**config.mk**
```make
export PLATFORM = sky130hd
export DESIGN_NAME = spa_ctrl
export DESIGN_NICKNAME = d
export VERILOG_FILES = /design/src/sph_pressure_acceleration_sum_macros.svh /design/src/spa_pkg.sv /design/src/spa_ctrl.sv
export SDC_FILE = /design/constraint.sdc
export NUM_CORES = 1
export LEC_CHECK = 0
export ABC_AREA = 1
export BUFFER_PORTS_ARGS = -buffer_cell sky130_fd_sc_hd__buf_2
export CAP_MARGIN = 40
export CORE_AREA = 10 10 47 49
export DETAILED_ROUTE_END_ITERATION = 8
export DIE_AREA = 0 0 57 59
export PLACE_DENSITY = 0.7
export SYNTH_ARGS = -nofsm -noshare
export SYNTH_HDL_FRONTEND = slang
export SYNTH_SLANG_ARGS = --single-unit
export TNS_END_PERCENT = 10
```
**constraint.sdc**
```tcl
create_clock -name clk_i -period 1.3 [get_ports clk_i]
set_input_delay 0.39 -clock clk_i [delete_from_list [all_inputs] [get_ports clk_i]]
set_output_delay 0.39 -clock clk_i [all_outputs]
set_load 0.02 [all_outputs]
```
**src/sph_pressure_acceleration_sum_macros.svh**
```systemverilog
// Assertion macros for the SPH pressure acceleration block.
`ifndef SPH_PRESSURE_ACCELERATION_SUM_MACROS_SVH
`define SPH_PRESSURE_ACCELERATION_SUM_MACROS_SVH
`ifndef SYNTHESIS
`define SPA_ASSERT(label, clk, rst_n, prop, msg) \
  label: assert property (@(posedge clk) disable iff (!rst_n) prop) else $error(msg);
`define SPA_ASSERT_NEVER(label, clk, rst_n, cond, msg) \
  label: assert property (@(posedge clk) disable iff (!rst_n) !(cond)) else $error(msg);
`else
`define SPA_ASSERT(label, clk, rst_n, prop, msg)
`define SPA_ASSERT_NEVER(label, clk, rst_n, cond, msg)
`endif
`endif

```
**src/spa_pkg.sv**
```systemverilog
// Shared types and constants for the SPH pressure acceleration block.
`timescale 1ns / 1ps
`default_nettype none
package spa_pkg;
  localparam int unsigned ValueWidthDef = 32;
  localparam int unsigned FracBitsDef   = 16;
  localparam int unsigned SumWidth      = 48;
  localparam int unsigned RhoWidth      = 31;
  localparam int unsigned PresWidth     = 32;
  localparam int unsigned GradWidth     = 32;
  localparam int unsigned OutWidth      = 32;
  localparam logic [RhoWidth-1:0] RestReset = 31'd65536000;

  typedef enum logic [3:0] {
    ST_IDLE, ST_DIV_S, ST_DIV_N, ST_COEFF, ST_MASS, ST_K, ST_GX, ST_GY, ST_OUT
  } spa_state_e;

  typedef struct packed {
    logic load;       // capture input item
    logic div_start;  // start divider
    logic div_nbr;    // divide neighbour side (else self)
    logic do_coeff;
    logic do_mass;
    logic do_k;
    logic do_gx;
    logic do_gy;
    logic out_load;
    logic clear_sum;
  } spa_cmd_t;

  typedef struct packed {
    logic div_busy;
    logic div_done;
    logic solid;
    logic empty;
    logic last;
  } spa_stat_t;
endpackage
`default_nettype wire

```
**src/spa_ctrl.sv**
```systemverilog
// Controller state machine sequencing one neighbour term.
`timescale 1ns / 1ps
`default_nettype none
module spa_ctrl import spa_pkg::*; (
  input  wire logic clk_i,
  input  wire logic rst_ni,
  input  wire logic in_fire_i,
  output logic      in_ready_o,
  input  wire logic out_ready_i,
  output logic      out_valid_o,
  input  wire spa_stat_t stat_i,
  output spa_cmd_t  cmd_o
);
  spa_state_e state_q, state_d;
  logic ov_q, ov_d;

  always_ff @(posedge clk_i or negedge rst_ni) begin
    if (!rst_ni) begin
      state_q <= ST_IDLE;
      ov_q <= 1'b0;
    end else begin
      state_q <= state_d;
      ov_q <= ov_d;
    end
  end

  always_comb begin
    state_d = state_q;
    cmd_o = '0;
    ov_d = ov_q && !out_ready_i;
    in_ready_o = (state_q == ST_IDLE);
    unique case (state_q)
      ST_IDLE: begin
        if (in_fire_i) begin
          cmd_o.load = 1'b1;
          state_d = ST_DIV_S;
        end
      end
      ST_DIV_S: begin
        if (stat_i.empty) begin
          state_d = ST_OUT;
        end else if (!stat_i.div_busy && !stat_i.div_done) begin
          cmd_o.div_start = 1'b1;
        end else if (stat_i.div_done) begin
          state_d = stat_i.solid ? ST_COEFF : ST_DIV_N;
        end
      end
      ST_DIV_N: begin
        cmd_o.div_nbr = 1'b1;
        if (!stat_i.div_busy && !stat_i.div_done) cmd_o.div_start = 1'b1;
        else if (stat_i.div_done) state_d = ST_COEFF;
      end
      ST_COEFF: begin cmd_o.do_coeff = 1'b1; state_d = ST_MASS; end
      ST_MASS:  begin cmd_o.do_mass = 1'b1; state_d = ST_K; end
      ST_K:     begin cmd_o.do_k = 1'b1; state_d = ST_GX; end
      ST_GX:    begin cmd_o.do_gx = 1'b1; state_d = ST_GY; end
      ST_GY:    begin cmd_o.do_gy = 1'b1; state_d = ST_OUT; end
      ST_OUT: begin
        if (!stat_i.last) begin
          state_d = ST_IDLE;
        end else if (!ov_q || out_ready_i) begin
          cmd_o.out_load = 1'b1;
          cmd_o.clear_sum = 1'b1;
          ov_d = 1'b1;
          state_d = ST_IDLE;
        end
      end
      default: state_d = ST_IDLE;
    endcase
    out_valid_o = ov_q;
  end
endmodule
`default_nettype wire

```
==> report_table.html <==
<table>
<tr><th>Metric</th><th>Value</th></tr>
<tr><th colspan="2">Hold path</th></tr>
<tr><td>Hold Path Class</td><td>in -&gt; reg</td></tr>
<tr><th colspan="2">Routing</th></tr>
<tr><td>Initial detailed-routing violation count</td><td>10</td></tr>
<tr><td>Detailed-route wire length per cell</td><td>10.7 µm</td></tr>
<tr><td>Routed wire length</td><td>approximately 1200 µm</td></tr>
<tr><td>Total number of vias</td><td>509</td></tr>
<tr><td>Number of iterations in the first detailed-routing pass</td><td>4</td></tr>
<tr><td>Routed Antenna Nets</td><td>0</td></tr>
<tr><td>Per-cell via count in the routed design</td><td>between 4 and 5</td></tr>
<tr><td>DRC violation count after routing</td><td>0</td></tr>
<tr><th colspan="2">GRT</th></tr>
<tr><td>Pin count of the biggest net entering global routing</td><td>6</td></tr>
<tr><td>Number of global-route vias before repair</td><td>550</td></tr>
<tr><td>Wire length of the first global-routing pass</td><td>2200 µm</td></tr>
<tr><td>Grt total ovfl</td><td>0</td></tr>
<tr><td>Initial antenna violation count</td><td>0</td></tr>
<tr><td>Global routing usage summed across all routing layers</td><td>7.89%</td></tr>
<tr><th colspan="2">Finish</th></tr>
<tr><td>Layout overhead on the synthesized area</td><td>87.1%</td></tr>
<tr><td>Layout net count</td><td>between 100 and 150</td></tr>
<tr><td>Filler cell count in the final layout</td><td>152</td></tr>
<tr><td>Antenna fix cells</td><td>0</td></tr>
<tr><td>Share of the core filled with cells in the final layout</td><td>52.0%</td></tr>
<tr><td>Fraction of layout cells with a size suffix above 1</td><td>58.6%</td></tr>
<tr><th colspan="2">Setup path</th></tr>
<tr><td>Slowest cell delay on critical path</td><td>0.43 ns</td></tr>
<tr><td>Required time of the worst setup path</td><td>0.91 ns</td></tr>
<tr><td>WP buf/inv</td><td>2</td></tr>
<tr><td>Worst-path maximum fanout</td><td>4</td></tr>
<tr><td>Worst setup SP type</td><td>flop</td></tr>
<tr><td>Chain of cells forming the critical path</td><td>inv_2 -&gt; nor2_2 -&gt; nand3b_1 -&gt; a21oi_1 -&gt; buf_4</td></tr>
<tr><td>Cell type of the slowest stage on the worst timing path</td><td>sky130_fd_sc_hd__dfrtp_2</td></tr>
<tr><td>Arrival time of the worst setup path</td><td>1.28 ns</td></tr>
<tr><td>Kind of cell adding the most delay to the critical path</td><td>flip-flops</td></tr>
<tr><td>Endpoint kind of the worst setup timing path</td><td>output port</td></tr>
<tr><td>Critical path class</td><td>reg -&gt; out</td></tr>
<tr><th colspan="2">Floorplan</th></tr>
<tr><td>Die ar.</td><td>0.00336 mm²</td></tr>
<tr><td>DIE HEIGHT</td><td>59 µm</td></tr>
<tr><td>Horiz. Die Dim</td><td>57 µm</td></tr>
<tr><td>Effective utilization at floorplan</td><td>between 20% and 30%</td></tr>
<tr><td>Placeable core region</td><td>around 0.0014 mm²</td></tr>
<tr><td>Std cell rows</td><td>14</td></tr>
<tr><td>I/O pin count</td><td>21</td></tr>
<tr><th colspan="2">Synth</th></tr>
<tr><td>Synthesized Nets</td><td>70</td></tr>
<tr><td>Cell count after synthesis</td><td>61</td></tr>
<tr><td>Flop and latch count out of synthesis</td><td>5</td></tr>
<tr><td>Portion of the post-synthesis area used by sequential elements</td><td>32.2%</td></tr>
<tr><td>Area of the mapped netlist</td><td>389 µm²</td></tr>
<tr><td>Total of warnings raised by yosys</td><td>0</td></tr>
<tr><td>Per-instance average area after synthesis</td><td>6.38 µm²</td></tr>
<tr><td>Post-synth cell types</td><td>16</td></tr>
<tr><th colspan="2">Clock network</th></tr>
<tr><td>Root buffer selected by CTS</td><td>sky130_fd_sc_hd__clkbuf_4</td></tr>
<tr><td>Number of buffers inserted during clock tree synthesis</td><td>3</td></tr>
<tr><td>Clock tree from TritonCTS</td><td>done</td></tr>
<tr><td>Number of H-tree levels</td><td>1</td></tr>
<tr><td>Number of buffers between clock root and the deepest sink</td><td>2</td></tr>
<tr><td>Post-CTS clock slew at the launch and capture registers of the worst setup and hold paths</td><td>about 0.040 ns</td></tr>
<tr><td>Sink Count</td><td>5</td></tr>
<tr><td>Latest clock arrival within the worst-skew pair</td><td>0.24 ns</td></tr>
<tr><th colspan="2">STA</th></tr>
<tr><td>Unrepaired setup endpoints after global routing</td><td>true</td></tr>
<tr><td>Clock Skews</td><td>0.00400 ns</td></tr>
<tr><td>Period utilization</td><td>129%</td></tr>
<tr><td>Maximum operating frequency</td><td>597 MHz</td></tr>
<tr><td>Slew of the pin with the lowest slew margin</td><td>0.166 ns</td></tr>
<tr><td>Clock period minus worst slack</td><td>1.67 ns</td></tr>
<tr><td>Crit path setup slack, layout</td><td>-0.374 ns</td></tr>
<tr><td>Hold violation count in the final report</td><td>0</td></tr>
<tr><td>Worst hold margin</td><td>0.477 ns</td></tr>
<tr><td>Max transition margin</td><td>88.8%</td></tr>
<tr><td>Max Slew Vio Count</td><td>0</td></tr>
<tr><td>Endpoints failing setup</td><td>11</td></tr>
<tr><th colspan="2">Outcome</th></tr>
<tr><td>Outcome</td><td>finished with violations</td></tr>
<tr><td>Violated checks</td><td>setup timing</td></tr>
<tr><th colspan="2">Pwr</th></tr>
<tr><td>Largest vdd supply drop</td><td>approximately 0.001 V</td></tr>
<tr><td>Cell area power density</td><td>around 2200 mW/mm²</td></tr>
<tr><td>Leakage power total</td><td>0.400 nW</td></tr>
<tr><td>Overall power consumption</td><td>1.60 mW</td></tr>
<tr><th colspan="2">Place</th></tr>
<tr><td>Detailed Place HPWL</td><td>1050 µm</td></tr>
<tr><td>GP Congestion</td><td>around 0.78</td></tr>
<tr><td>IO Port Bufs</td><td>20</td></tr>
<tr><th colspan="2">Run</th></tr>
<tr><td>Max cap viols</td><td>0</td></tr>
</table>
[worst min-delay path: stages]
cell,delay [ns]
sky130_fd_sc_hd__buf_2,0.08
sky130_fd_sc_hd__inv_1,0.06
sky130_fd_sc_hd__nand2_1,0.08
sky130_fd_sc_hd__nand2_1,0.06
[sequential cells by signal, indices dropped and copies added, names as in the netlist]
register / count
out_valid_o: 1
state_q: 4
[layout make-up]
cell class / instances / area (µm²) / area share, %
clock buffer: 4 / 26.3 / 3.61
inverter: 10 / 37.5 / 5.15
multi-input combinational: 45 / 265 / 36.4
sequential: 5 / 129 / 17.7
tap: 16 / 20.0 / 2.75
timing repair buffer: 35 / 250 / 34.4
[report_power, final]
part | switching, mW | total [mW] | internal (mW)
sequential | 0.105 | 0.330 | 0.225
combinational | 0.575 | 1.09 | 0.520
clock | 0.0577 | 0.173 | 0.116
total | 0.737 | 1.60 | 0.861
[cells in the mapped netlist, drive strengths merged]
cell | count | area (µm²)
a21oi | 3 | 15.0
buf | 1 | 7.51
dfrtp | 5 | 125
inv | 10 | 37.5
nand2 | 14 | 57.6
nand3 | 6 | 35.0
nand3b | 3 | 22.5
nand4 | 1 | 6.26
nor2 | 14 | 62.6
nor3 | 3 | 15.0
o21ai | 1 | 5.00
[worst paths after layout]
path | from | end | slack [ns] | depth (start not counted)
worst max-delay path | state_q[1] | cmd_o[8] | -0.37 | 5
worst min-delay path | out_ready_i | out_valid_o | 0.48 | 4
worst max register to register | state_q[0] | state_q[0] | 0.02 | 9
worst min register to register | out_valid_o | out_valid_o | 0.60 | 2
max in group asynchronous | rst_ni | state_q[0] | 0.67 | 2
min in group asynchronous | rst_ni | out_valid_o | 0.49 | 2
[cell usage in the layout, fill, tap and decap left out]
| cell | synthesis | layout |
|---|---|---|
| sky130_fd_sc_hd__dlygate4sd3_1 | 0 | 1 |
| sky130_fd_sc_hd__nand3b_1 | 3 | 3 |
| sky130_fd_sc_hd__clkbuf_1 | 0 | 1 |
| sky130_fd_sc_hd__dfrtp_2 | 0 | 3 |
| sky130_fd_sc_hd__inv_1 | 6 | 5 |
| sky130_fd_sc_hd__clkbuf_4 | 0 | 3 |
| sky130_fd_sc_hd__buf_4 | 1 | 23 |
| sky130_fd_sc_hd__nor2_2 | 1 | 3 |
| sky130_fd_sc_hd__nand2_2 | 2 | 2 |
| sky130_fd_sc_hd__nand4_1 | 1 | 1 |
| sky130_fd_sc_hd__dfrtp_1 | 5 | 2 |
| sky130_fd_sc_hd__nand3_2 | 1 | 1 |
| sky130_fd_sc_hd__nand2_1 | 12 | 12 |
| sky130_fd_sc_hd__a21oi_4 | 0 | 1 |
| sky130_fd_sc_hd__buf_2 | 0 | 9 |
| sky130_fd_sc_hd__nor3_2 | 0 | 3 |
| sky130_fd_sc_hd__nor2_4 | 1 | 3 |
| sky130_fd_sc_hd__nand3_1 | 5 | 5 |
| sky130_fd_sc_hd__inv_2 | 4 | 5 |
| sky130_fd_sc_hd__nor2_1 | 12 | 8 |
| sky130_fd_sc_hd__buf_6 | 0 | 2 |
| sky130_fd_sc_hd__o21ai_0 | 1 | 1 |
| sky130_fd_sc_hd__a21oi_1 | 3 | 2 |
[layer usage]
metal	track usage (%)	vias up	wire, µm
li1	-	267	-
met1	8.50	223	494
met2	12.7	17	623
met3	4.29	2	93
met4	3.02	0	17
met5	0	-	0
[per-stage QoR]
stage	instance area (µm²)	std cells	TNS (ns)	worst slack, ns
2_1_floorplan	419	61	-0.902	-0.200
3_3_place_gp	626	109	-0.928	-0.144
3_5_place_dp	626	109	-1.07	-0.180
4_1_cts	701	114	-3.39	-0.391
5_1_grt	728	115	-4.58	-0.491
6_report	728	115	-3.29	-0.374
[kinds of logic (layout without fill, tap and decap cells)]
kind of cell           after synthesis  in the layout  share of synthesized area (%)
and+or+nand+nor                     41             41                           51.1
DFF                                  5              5                           32.2
AOI/OAI and AO/OA                    4              4                           5.14
buffers and inverters               11             49                           11.6
[timing repair]
action | CTS | global route
endpoints found under the setup margin | 11 | 13
buffers inserted | 0 | 1
pin swaps | 2 | 1
gates resized for setup | 17 | 6
endpoints found under the hold margin | 5 | 0
hold buffers | 1 | 0
No activity file was read; power rests on OpenSTA's default activity.
